==> src/sv/umtc_pkg.sv <==
`timescale 1ns / 1ps
// ----------------------------------------------------------------------------
// umtc_pkg
// Shared types and codes for the uart mux transaction controller.
// ----------------------------------------------------------------------------
package umtc_pkg;

  // command codes
  typedef enum logic [3:0] {
    CMD_INIT    = 4'd0,
    CMD_DEINIT  = 4'd1,
    CMD_BIND    = 4'd2,
    CMD_ENABLE  = 4'd3,
    CMD_DISABLE = 4'd4,
    CMD_SELECT  = 4'd5,
    CMD_GETCHAN = 4'd6,
    CMD_TX      = 4'd7,
    CMD_RX      = 4'd8,
    CMD_ABORT   = 4'd9,
    CMD_TXDONE  = 4'd10,
    CMD_RXDONE  = 4'd11,
    CMD_ERROR   = 4'd12
  } cmd_e;

  // bus modes
  typedef enum logic [1:0] {
    MODE_UNINIT = 2'd0,
    MODE_IDLE   = 2'd1,
    MODE_ACTIVE = 2'd2,
    MODE_ERROR  = 2'd3
  } mode_e;

  // status codes
  typedef enum logic [2:0] {
    ST_OK       = 3'd0,
    ST_PARAM    = 3'd1,
    ST_NOT_INIT = 3'd2,
    ST_BUSY     = 3'd3,
    ST_STATE    = 3'd4,
    ST_TIMEOUT  = 3'd5,
    ST_IO       = 3'd6,
    ST_OVERFLOW = 3'd7
  } status_e;

  // event kinds
  typedef enum logic [1:0] {
    EV_TX_DONE = 2'd0,
    EV_RX_DONE = 2'd1,
    EV_FAULT   = 2'd2
  } ev_kind_e;

  localparam logic [2:0] NO_CHANNEL = 3'd4;

  // controller state
  typedef struct packed {
    logic        initialized;
    mode_e       bus_mode;
    logic        enabled;
    logic [2:0]  cur_channel;
    logic [1:0]  sel_pins;
    logic        tx_busy;
    logic        rx_busy;
    logic [15:0] rx_limit;
    logic        sink_bound;
  } umtc_state_t;

  // one command request
  typedef struct packed {
    logic [3:0]  command;
    logic [2:0]  channel;
    logic [15:0] length;
    logic [1:0]  port_status;
    logic [31:0] raw_error;
    logic        sink_flag;
  } umtc_req_t;

  // one result
  typedef struct packed {
    status_e     status;
    mode_e       bus_state;
    logic [2:0]  channel_out;
    logic        mux_enabled;
    logic [1:0]  select_lines;
    logic        ev_valid;
    ev_kind_e    ev_kind;
    status_e     ev_status;
    logic [15:0] ev_length;
    logic [31:0] ev_error;
  } umtc_result_t;

  // platform outcome to status
  function automatic status_e map_port(input logic [1:0] p);
    status_e s;
    case (p)
      2'd0:    s = ST_OK;
      2'd1:    s = ST_BUSY;
      2'd2:    s = ST_TIMEOUT;
      default: s = ST_IO;
    endcase
    return s;
  endfunction

endpackage

==> src/sv/umtc_step.sv <==
`timescale 1ns / 1ps
// ----------------------------------------------------------------------------
// umtc_step
// Command decode: next controller state and result for one request.
// ----------------------------------------------------------------------------
module umtc_step #(
  parameter int CHANNELS = 4
) (
  input  umtc_pkg::umtc_state_t  state_i,
  input  umtc_pkg::umtc_req_t    req_i,
  output umtc_pkg::umtc_state_t  state_o,
  output umtc_pkg::umtc_result_t result_o
);
  import umtc_pkg::*;

  localparam logic [3:0] ChanLimit = 4'(CHANNELS);

  umtc_state_t s;
  umtc_state_t n;
  status_e     st;
  status_e     idle_st;
  status_e     port_st;
  logic        ev_valid;
  ev_kind_e    ev_kind;
  status_e     ev_status;
  logic [15:0] ev_length;
  logic [31:0] ev_error;
  logic        req_ch_ok;
  logic        cur_ch_ok;
  logic        start_fail;
  status_e     start_st;

  assign s = state_i;

  // mode follows the activity flags unless the bus is in error
  function automatic mode_e sync_mode(input mode_e m, input logic tx, input logic rx);
    mode_e r;
    if (m == MODE_ERROR) begin
      r = MODE_ERROR;
    end else if (tx || rx) begin
      r = MODE_ACTIVE;
    end else begin
      r = MODE_IDLE;
    end
    return r;
  endfunction

  // bus reset, select pins keep their level
  function automatic umtc_state_t clear_bus(input umtc_state_t c);
    umtc_state_t r;
    r             = c;
    r.initialized = 1'b0;
    r.enabled     = 1'b0;
    r.cur_channel = NO_CHANNEL;
    r.bus_mode    = MODE_UNINIT;
    r.tx_busy     = 1'b0;
    r.rx_busy     = 1'b0;
    r.rx_limit    = '0;
    r.sink_bound  = 1'b0;
    return r;
  endfunction

  // shared checks
  always_comb begin
    req_ch_ok = {1'b0, req_i.channel} < ChanLimit;
    cur_ch_ok = {1'b0, s.cur_channel} < ChanLimit;
    port_st   = map_port(req_i.port_status);

    if (!s.initialized) begin
      idle_st = ST_NOT_INIT;
    end else if (s.bus_mode == MODE_ACTIVE || s.tx_busy || s.rx_busy) begin
      idle_st = ST_BUSY;
    end else if (s.bus_mode != MODE_IDLE) begin
      idle_st = ST_STATE;
    end else begin
      idle_st = ST_OK;
    end

    // transfer start checks, busy flag picked by direction
    start_fail = 1'b1;
    if (!s.initialized) begin
      start_st = ST_NOT_INIT;
    end else if (s.bus_mode == MODE_ERROR || s.bus_mode == MODE_UNINIT) begin
      start_st = ST_STATE;
    end else if ((req_i.command == CMD_TX) ? s.tx_busy : s.rx_busy) begin
      start_st = ST_BUSY;
    end else if (!s.enabled || !cur_ch_ok || !s.sink_bound) begin
      start_st = ST_STATE;
    end else begin
      start_st   = ST_OK;
      start_fail = 1'b0;
    end
  end

  // command decode
  always_comb begin
    n         = s;
    st        = ST_OK;
    ev_valid  = 1'b0;
    ev_kind   = EV_TX_DONE;
    ev_status = ST_OK;
    ev_length = '0;
    ev_error  = '0;

    case (req_i.command)
      CMD_INIT: begin
        if (s.initialized) begin
          st = ST_STATE;
        end else begin
          n = clear_bus(s);
          if (req_i.port_status != 2'd0) begin
            st = ST_IO;
          end else begin
            n.bus_mode    = MODE_IDLE;
            n.initialized = 1'b1;
          end
        end
      end
      CMD_DEINIT: begin
        st = idle_st;
        if (idle_st == ST_OK) begin
          n = clear_bus(s);
        end
      end
      CMD_BIND: begin
        st = idle_st;
        if (idle_st == ST_OK) begin
          n.sink_bound = req_i.sink_flag;
        end
      end
      CMD_ENABLE: begin
        st = idle_st;
        if (idle_st == ST_OK && !s.enabled) begin
          if (!cur_ch_ok) begin
            st = ST_STATE;
          end else begin
            n.enabled = 1'b1;
          end
        end
      end
      CMD_DISABLE: begin
        st = idle_st;
        if (idle_st == ST_OK) begin
          n.enabled = 1'b0;
        end
      end
      CMD_SELECT: begin
        st = idle_st;
        if (idle_st == ST_OK) begin
          if (!req_ch_ok) begin
            st = ST_PARAM;
          end else begin
            n.sel_pins    = req_i.channel[1:0];
            n.cur_channel = req_i.channel;
          end
        end
      end
      CMD_GETCHAN: begin
        if (!s.initialized) begin
          st = ST_NOT_INIT;
        end
      end
      CMD_TX: begin
        if (req_i.length == '0) begin
          st = ST_PARAM;
        end else if (start_fail) begin
          st = start_st;
        end else begin
          st        = port_st;
          n.tx_busy = (port_st == ST_OK);
          n.bus_mode = sync_mode(s.bus_mode, n.tx_busy, s.rx_busy);
        end
      end
      CMD_RX: begin
        if (req_i.length == '0) begin
          st = ST_PARAM;
        end else if (start_fail) begin
          st = start_st;
        end else begin
          st         = port_st;
          n.rx_busy  = (port_st == ST_OK);
          n.rx_limit = (port_st == ST_OK) ? req_i.length : 16'd0;
          n.bus_mode = sync_mode(s.bus_mode, s.tx_busy, n.rx_busy);
        end
      end
      CMD_ABORT: begin
        if (!s.initialized) begin
          st = ST_NOT_INIT;
        end else if (!(s.bus_mode == MODE_IDLE && !s.tx_busy && !s.rx_busy)) begin
          n.tx_busy     = 1'b0;
          n.rx_busy     = 1'b0;
          n.rx_limit    = '0;
          n.cur_channel = NO_CHANNEL;
          st            = port_st;
          n.bus_mode    = (port_st == ST_OK) ? MODE_IDLE : MODE_ERROR;
        end
      end
      CMD_TXDONE: begin
        if (s.initialized && s.tx_busy) begin
          n.tx_busy  = 1'b0;
          n.bus_mode = sync_mode(s.bus_mode, 1'b0, s.rx_busy);
          ev_valid   = s.sink_bound;
        end
      end
      CMD_RXDONE: begin
        if (s.initialized && s.rx_busy) begin
          n.rx_busy  = 1'b0;
          n.rx_limit = '0;
          ev_valid   = s.sink_bound;
          // received length beyond capacity is an overflow fault
          if (req_i.length > s.rx_limit) begin
            n.bus_mode    = MODE_ERROR;
            n.cur_channel = NO_CHANNEL;
            st            = ST_OVERFLOW;
            if (s.sink_bound) begin
              ev_kind   = EV_FAULT;
              ev_status = ST_OVERFLOW;
              ev_length = req_i.length;
            end
          end else begin
            n.bus_mode = sync_mode(s.bus_mode, s.tx_busy, 1'b0);
            if (s.sink_bound) begin
              ev_kind   = EV_RX_DONE;
              ev_length = req_i.length;
            end
          end
        end
      end
      CMD_ERROR: begin
        if (s.initialized && (s.tx_busy || s.rx_busy)) begin
          n.tx_busy     = 1'b0;
          n.rx_busy     = 1'b0;
          n.rx_limit    = '0;
          n.bus_mode    = MODE_ERROR;
          n.cur_channel = NO_CHANNEL;
          st            = ST_IO;
          ev_valid      = s.sink_bound;
          if (s.sink_bound) begin
            ev_kind   = EV_FAULT;
            ev_status = ST_IO;
            ev_error  = req_i.raw_error;
          end
        end
      end
      default: begin
        st = ST_PARAM;
      end
    endcase
  end

  // result reports the state after the command
  assign state_o                = n;
  assign result_o.status        = st;
  assign result_o.bus_state     = n.bus_mode;
  assign result_o.channel_out   = n.cur_channel;
  assign result_o.mux_enabled   = n.enabled;
  assign result_o.select_lines  = n.sel_pins;
  assign result_o.ev_valid      = ev_valid;
  assign result_o.ev_kind       = ev_kind;
  assign result_o.ev_status     = ev_status;
  assign result_o.ev_length     = ev_length;
  assign result_o.ev_error      = ev_error;

endmodule

==> src/sv/uart_mux_transaction_controller_unit.sv <==
`timescale 1ns / 1ps
// ----------------------------------------------------------------------------
// uart_mux_transaction_controller_unit
// Command controller for a four-way uart mux and a shared transfer engine.
//
//   channel   direction  carries
//   s_axis    in         one command request (tuser = command code)
//   m_axis    out        status, bus view and optional event (tuser = kind)
//
// One request is taken per cycle while s_axis_tready is high; its result
// appears in the output register on the next cycle. The decode is a single
// combinational pass from the controller state into the result register.
// s_axis_tready is high while the output register is empty or being taken,
// so a stall on m_axis holds one result and back-pressures the input.
// Reset clears the controller state and empties the output register.
// ----------------------------------------------------------------------------
module uart_mux_transaction_controller_unit #(
  parameter int CHANNELS = 4
) (
  input  logic        clk_i,
  input  logic        rst_ni,
  input  logic        s_axis_tvalid,
  output logic        s_axis_tready,
  // channel[2:0], length[18:3], port_status[20:19], raw_error[52:21],
  // sink_flag[53], zero fill [55:54]
  input  logic [55:0] s_axis_tdata,
  // command[3:0]
  input  logic [3:0]  s_axis_tuser,
  output logic        m_axis_tvalid,
  input  logic        m_axis_tready,
  // status[2:0], bus_state[4:3], channel_out[7:5], mux_enabled[8],
  // select_lines[10:9], event_valid[11], event_status[14:12],
  // event_length[30:15], event_raw_error[62:31], zero fill [63]
  output logic [63:0] m_axis_tdata,
  // event_kind[1:0]
  output logic [1:0]  m_axis_tuser
);
  import umtc_pkg::*;

  umtc_state_t  state_q;
  umtc_state_t  state_d;
  umtc_req_t    req;
  umtc_result_t result_d;
  umtc_result_t result_q;
  logic         out_valid_q;
  logic         in_fire;

  // request unpack
  assign req.command     = s_axis_tuser;
  assign req.channel     = s_axis_tdata[2:0];
  assign req.length      = s_axis_tdata[18:3];
  assign req.port_status = s_axis_tdata[20:19];
  assign req.raw_error   = s_axis_tdata[52:21];
  assign req.sink_flag   = s_axis_tdata[53];

  assign s_axis_tready = !out_valid_q || m_axis_tready;
  assign in_fire       = s_axis_tvalid && s_axis_tready;

  umtc_step #(
    .CHANNELS(CHANNELS)
  ) u_step (
    .state_i (state_q),
    .req_i   (req),
    .state_o (state_d),
    .result_o(result_d)
  );

  // controller state
  always_ff @(posedge clk_i or negedge rst_ni) begin
    if (!rst_ni) begin
      state_q.initialized <= 1'b0;
      state_q.bus_mode    <= MODE_UNINIT;
      state_q.enabled     <= 1'b0;
      state_q.cur_channel <= NO_CHANNEL;
      state_q.sel_pins    <= '0;
      state_q.tx_busy     <= 1'b0;
      state_q.rx_busy     <= 1'b0;
      state_q.rx_limit    <= '0;
      state_q.sink_bound  <= 1'b0;
    end else if (in_fire) begin
      state_q <= state_d;
    end
  end

  // output register valid
  always_ff @(posedge clk_i or negedge rst_ni) begin
    if (!rst_ni) begin
      out_valid_q <= 1'b0;
    end else if (s_axis_tready) begin
      out_valid_q <= s_axis_tvalid;
    end
  end

  // output register payload
  always_ff @(posedge clk_i) begin
    if (in_fire) begin
      result_q <= result_d;
    end
  end

  // result pack
  assign m_axis_tvalid = out_valid_q;
  assign m_axis_tuser  = result_q.ev_kind;
  assign m_axis_tdata  = {1'b0,
                          result_q.ev_error,
                          result_q.ev_length,
                          result_q.ev_status,
                          result_q.ev_valid,
                          result_q.select_lines,
                          result_q.mux_enabled,
                          result_q.channel_out,
                          result_q.bus_state,
                          result_q.status};

  // uninitialised controller has no mode and no transfer in flight
  a_uninit_quiet: assert property (@(posedge clk_i) disable iff (!rst_ni)
    !state_q.initialized |-> (state_q.bus_mode == MODE_UNINIT) &&
                             !state_q.tx_busy && !state_q.rx_busy)
    else $error("uninitialised controller holds activity");

  // rx capacity only held while a receive is running
  a_rx_limit_clear: assert property (@(posedge clk_i) disable iff (!rst_ni)
    !state_q.rx_busy |-> (state_q.rx_limit == '0))
    else $error("rx capacity left over without a receive");

  // an accepted request always lands in the output register
  a_accept_lands: assert property (@(posedge clk_i) disable iff (!rst_ni)
    in_fire |=> out_valid_q)
    else $error("accepted request produced no result");

  // overflow result reports a faulted bus with no channel
  a_overflow_view: assert property (@(posedge clk_i) disable iff (!rst_ni)
    out_valid_q && (result_q.status == ST_OVERFLOW) |->
      (result_q.bus_state == MODE_ERROR) && (result_q.channel_out == NO_CHANNEL))
    else $error("overflow result with inconsistent bus view");

  // active mode implies a transfer flag
  a_active_flags: assert property (@(posedge clk_i) disable iff (!rst_ni)
    (state_q.bus_mode == MODE_ACTIVE) |-> (state_q.tx_busy || state_q.rx_busy))
    else $error("active mode without transfer");

endmodule

==> config.mk <==
export PLATFORM = sky130hd
export DESIGN_NAME = uart_mux_transaction_controller_unit
export DESIGN_NICKNAME = d
export VERILOG_FILES = /design/src/sv/umtc_pkg.sv /design/src/sv/umtc_step.sv /design/src/sv/uart_mux_transaction_controller_unit.sv
export SDC_FILE = /design/constraint.sdc
export NUM_CORES = 1
export LEC_CHECK = 0
export ABC_AREA = 1
export ABC_CLOCK_PERIOD_IN_PS = 3950
export BUFFER_PORTS_ARGS = -buffer_cell sky130_fd_sc_hd__clkbuf_2
export CORE_ASPECT_RATIO = 1.5
export CORE_UTILIZATION = 53
export DETAILED_ROUTE_END_ITERATION = 7
export GPL_ROUTABILITY_DRIVEN = 0
export PLACE_DENSITY = 0.8
export SLEW_MARGIN = 20
export SYNTH_ARGS = -nofsm -noshare
export SYNTH_HDL_FRONTEND = slang
export SYNTH_SLANG_ARGS = --single-unit
==> constraint.sdc <==
create_clock -name clk_i -period 3.95 [get_ports clk_i]
set_clock_uncertainty 0.05 [all_clocks]
set_input_delay 0.395 -clock clk_i [delete_from_list [all_inputs] [get_ports clk_i]]
set_output_delay 0.395 -clock clk_i [all_outputs]
set_load 0.1 [all_outputs]
==> impl_metrics.json <==
{
  "min_path_type": "in2async",
  "antenna_left": 0,
  "vias_per_cell": 5.28,
  "setup_violations": 0,
  "n_antenna_cell": 0,
  "synth.avg_cell_area_um2": 8.42,
  "nNetsFinal": 812,
  "critPathCaptureType": "flip-flop",
  "drt_iter0_drc": 325,
  "dp_hpwl_um": 9040,
  "dieWidth_um": 81.5,
  "dp_worst_setup_slack_ps": 1190,
  "timing.rr.start": "state_q[25]",
  "rsz0062_at_grt": "no",
  "grt_usage": 0.257,
  "instances_no_fill": 842,
  "grt_max_degree": 76,
  "postRouteWirelength_um": 12000,
  "wl_per_cell_um": 14.3,
  "ctsResizeCount": 0,
  "syn_nets": 684,
  "synthFlopType": "edfxtp_1",
  "grt_pass1_vias": 4241,
  "clockRootBuffer": "clkbuf_16",
  "design_area_um2": 6080,
  "vias": 4442,
  "p_total_mw": 2.81,
  "port_buffers": 128,
  "rrSetupSlack_ps": 1070,
  "leakagePower_nw": 3.17,
  "cts_tree": "built",
  "syn_to_final_growth_pct": 21.0,
  "ys_seq_area_frac": 0.521,
  "grt_pass1_wl_um": 19000,
  "fin_tns_setup_ps": 0,
  "synthesis.area_um2": 5030,
  "fin_ws_ps": 1070,
  "drive_gt1_frac": 0.225,
  "fmax_mhz": 348,
  "drv_slew": 0,
  "async_flop_share": 0.315,
  "placed_cell_area_um2": 5750,
  "clock-sinks": 92,
  "die_area_um2": 9880,
  "cts_made_buffers": 9,
  "die-height_um": 121,
  "crit_type": "reg2reg",
  "final_util": 0.657,
  "hold_viol": 0,
  "drc_errors": 0,
  "max-vdd-ir-drop_v": 0.000344,
  "antenna_found_initial": 0,
  "clk_pin_slew_ps": 70,
  "drt_first_pass_iters": 5,
  "holdBufCountCts": 0,
  "cap_violations": 0,
  "seqCellArea_um2": 2620,
  "nFillCells": 778,
  "worstPathRequired_ps": 4180,
  "synth_edf_count": 63,
  "place_inst": 826,
  "cp_max_fo": 19,
  "coreArea_um2": 9250,
  "multiInputGateArea_um2": 1890,
  "cts_setup_buffers": 0,
  "rows": 43,
  "clock_latency_ps": 340,
  "grt_overflow": 0,
  "crit_start": "state_q[25]",
  "ys_types": 38,
  "fin_crit_ps": 2880,
  "start_util": 0.543,
  "powerDensity_nw_per_um2": 462,
  "yosysWarnings": 0,
  "num_io_pins": 132,
  "worstSetupStartpointType": "flip-flop",
  "fin_crit_sh": 0.728,
  "outcome": "finished clean",
  "clock_path_buffers": 2,
  "h-tree-depth": 3,
  "arrival_ps": 3100,
  "maxSlewHeadroom": 0.402,
  "syn_inst": 597,
  "ys_ff_latch": 92,
  "worst_pin_slew_ps": 897,
  "whs_ps": 72.6
}
[state kept, by name (all words and copies together), names as in the netlist]
register and flops:
m_axis_tuser 2, m_axis_tvalid 1, m_axis_tdata 61, state_q 28
[layout by cell type (no fill, tap or decap), drive strengths merged]
master | Yosys | final
clkbuf | 7 | 138
nor2 | 93 | 93
o41ai | 1 | 1
o31ai | 4 | 4
nor3b | 1 | 1
o22ai | 3 | 3
o21bai | 2 | 2
buf | 5 | 1
a21o | 1 | 1
inv | 121 | 122
nand4 | 10 | 10
conb | 1 | 1
o21ai | 20 | 20
a31oi | 4 | 4
dfrtp | 28 | 28
nor3 | 9 | 9
o211ai | 2 | 2
or2 | 1 | 1
and3 | 1 | 1
nand2 | 149 | 149
a21oi | 22 | 22
clkinv | 0 | 2
dfstp | 1 | 1
nand3 | 22 | 22
edfxtp | 63 | 63
bufinv | 0 | 2
nor4 | 1 | 1
clkinvlp | 0 | 1
o2111ai | 2 | 2
ha | 23 | 23
[routing by layer]
layer | global-route usage | part of all wire | up-vias
met5 | 0 | 0 | -
met4 | 0.140 | 0.038 | 0
met3 | 0.0451 | 0.064 | 40
met2 | 0.456 | 0.53 | 213
met1 | 0.281 | 0.37 | 2037
li1 | - | - | 2152
[logic make-up (layout without fill, tap and decap cells)]
| group | Yosys count | count (layout) | share of synthesized area |
|---|---|---|---|
| AND/OR/NAND/NOR | 287 | 287 | 0.245 |
| buffers and inverters | 133 | 266 | 0.103 |
| flip-flops | 92 | 92 | 0.521 |
| AO/OA/AOI/OAI | 61 | 61 | 0.0722 |
| adder cells (fa/ha/maj) | 23 | 23 | 0.0573 |
| other | 1 | 1 | 0.000746 |
[layout make-up]
cell class | count | share of cell area
Multi-Input combinational cell | 372 | 0.311
Clock inverter | 6 | 0.0142
Timing Repair Buffer | 129 | 0.107
Inverter | 121 | 0.0747
Sequential cell | 92 | 0.431
Clock buffer | 10 | 0.0393
Tap cell | 112 | 0.0230
[critical path: stages (launching register included)]
cell     delay [ps]
dfrtp_1         450
inv_1           120
ha_1            350
inv_1            90
nand3_1          70
nor3_1          340
nand3_2         190
nand2_2         110
nand3_4         210
nor3_4          560
nand2_1         170
nand2_1         100
[worst paths after layout]
check / end / cells past startpoint
min: state_q[27] / 1
min reg2reg: state_q[3] / 2
max in group asynchronous: state_q[13] / 1
max reg2reg: state_q[6] / 11
min in group clk_i: state_q[1] / 3
max: state_q[6] / 11
[report_power, final]
group | switching [mW] | internal [mW]
clock | 0.361 | 0.571
sequential | 0.0611 | 1.11
combinational | 0.562 | 0.141
total | 0.985 | 1.83
[cells in the mapped netlist (2+ instances only)]
cell | n | area share
inv_1 | 121 | 0.090
nand2_2 | 5 | 0.0062
a21oi_1 | 22 | 0.022
clkbuf_1 | 7 | 0.0052
nor3_1 | 8 | 0.0080
o211ai_1 | 2 | 0.0030
nand2_1 | 144 | 0.11
buf_4 | 3 | 0.0045
o2111ai_1 | 2 | 0.0035
nor2_4 | 3 | 0.0067
edfxtp_1 | 63 | 0.38
ha_1 | 23 | 0.057
nand3_1 | 20 | 0.020
dfrtp_1 | 28 | 0.14
o21bai_1 | 2 | 0.0030
o22ai_1 | 3 | 0.0037
nor2_1 | 89 | 0.066
o21ai_0 | 18 | 0.018
a31oi_1 | 4 | 0.0050
nand4_1 | 9 | 0.011
o31ai_1 | 4 | 0.0060
(Power assumes the default switching activity.)
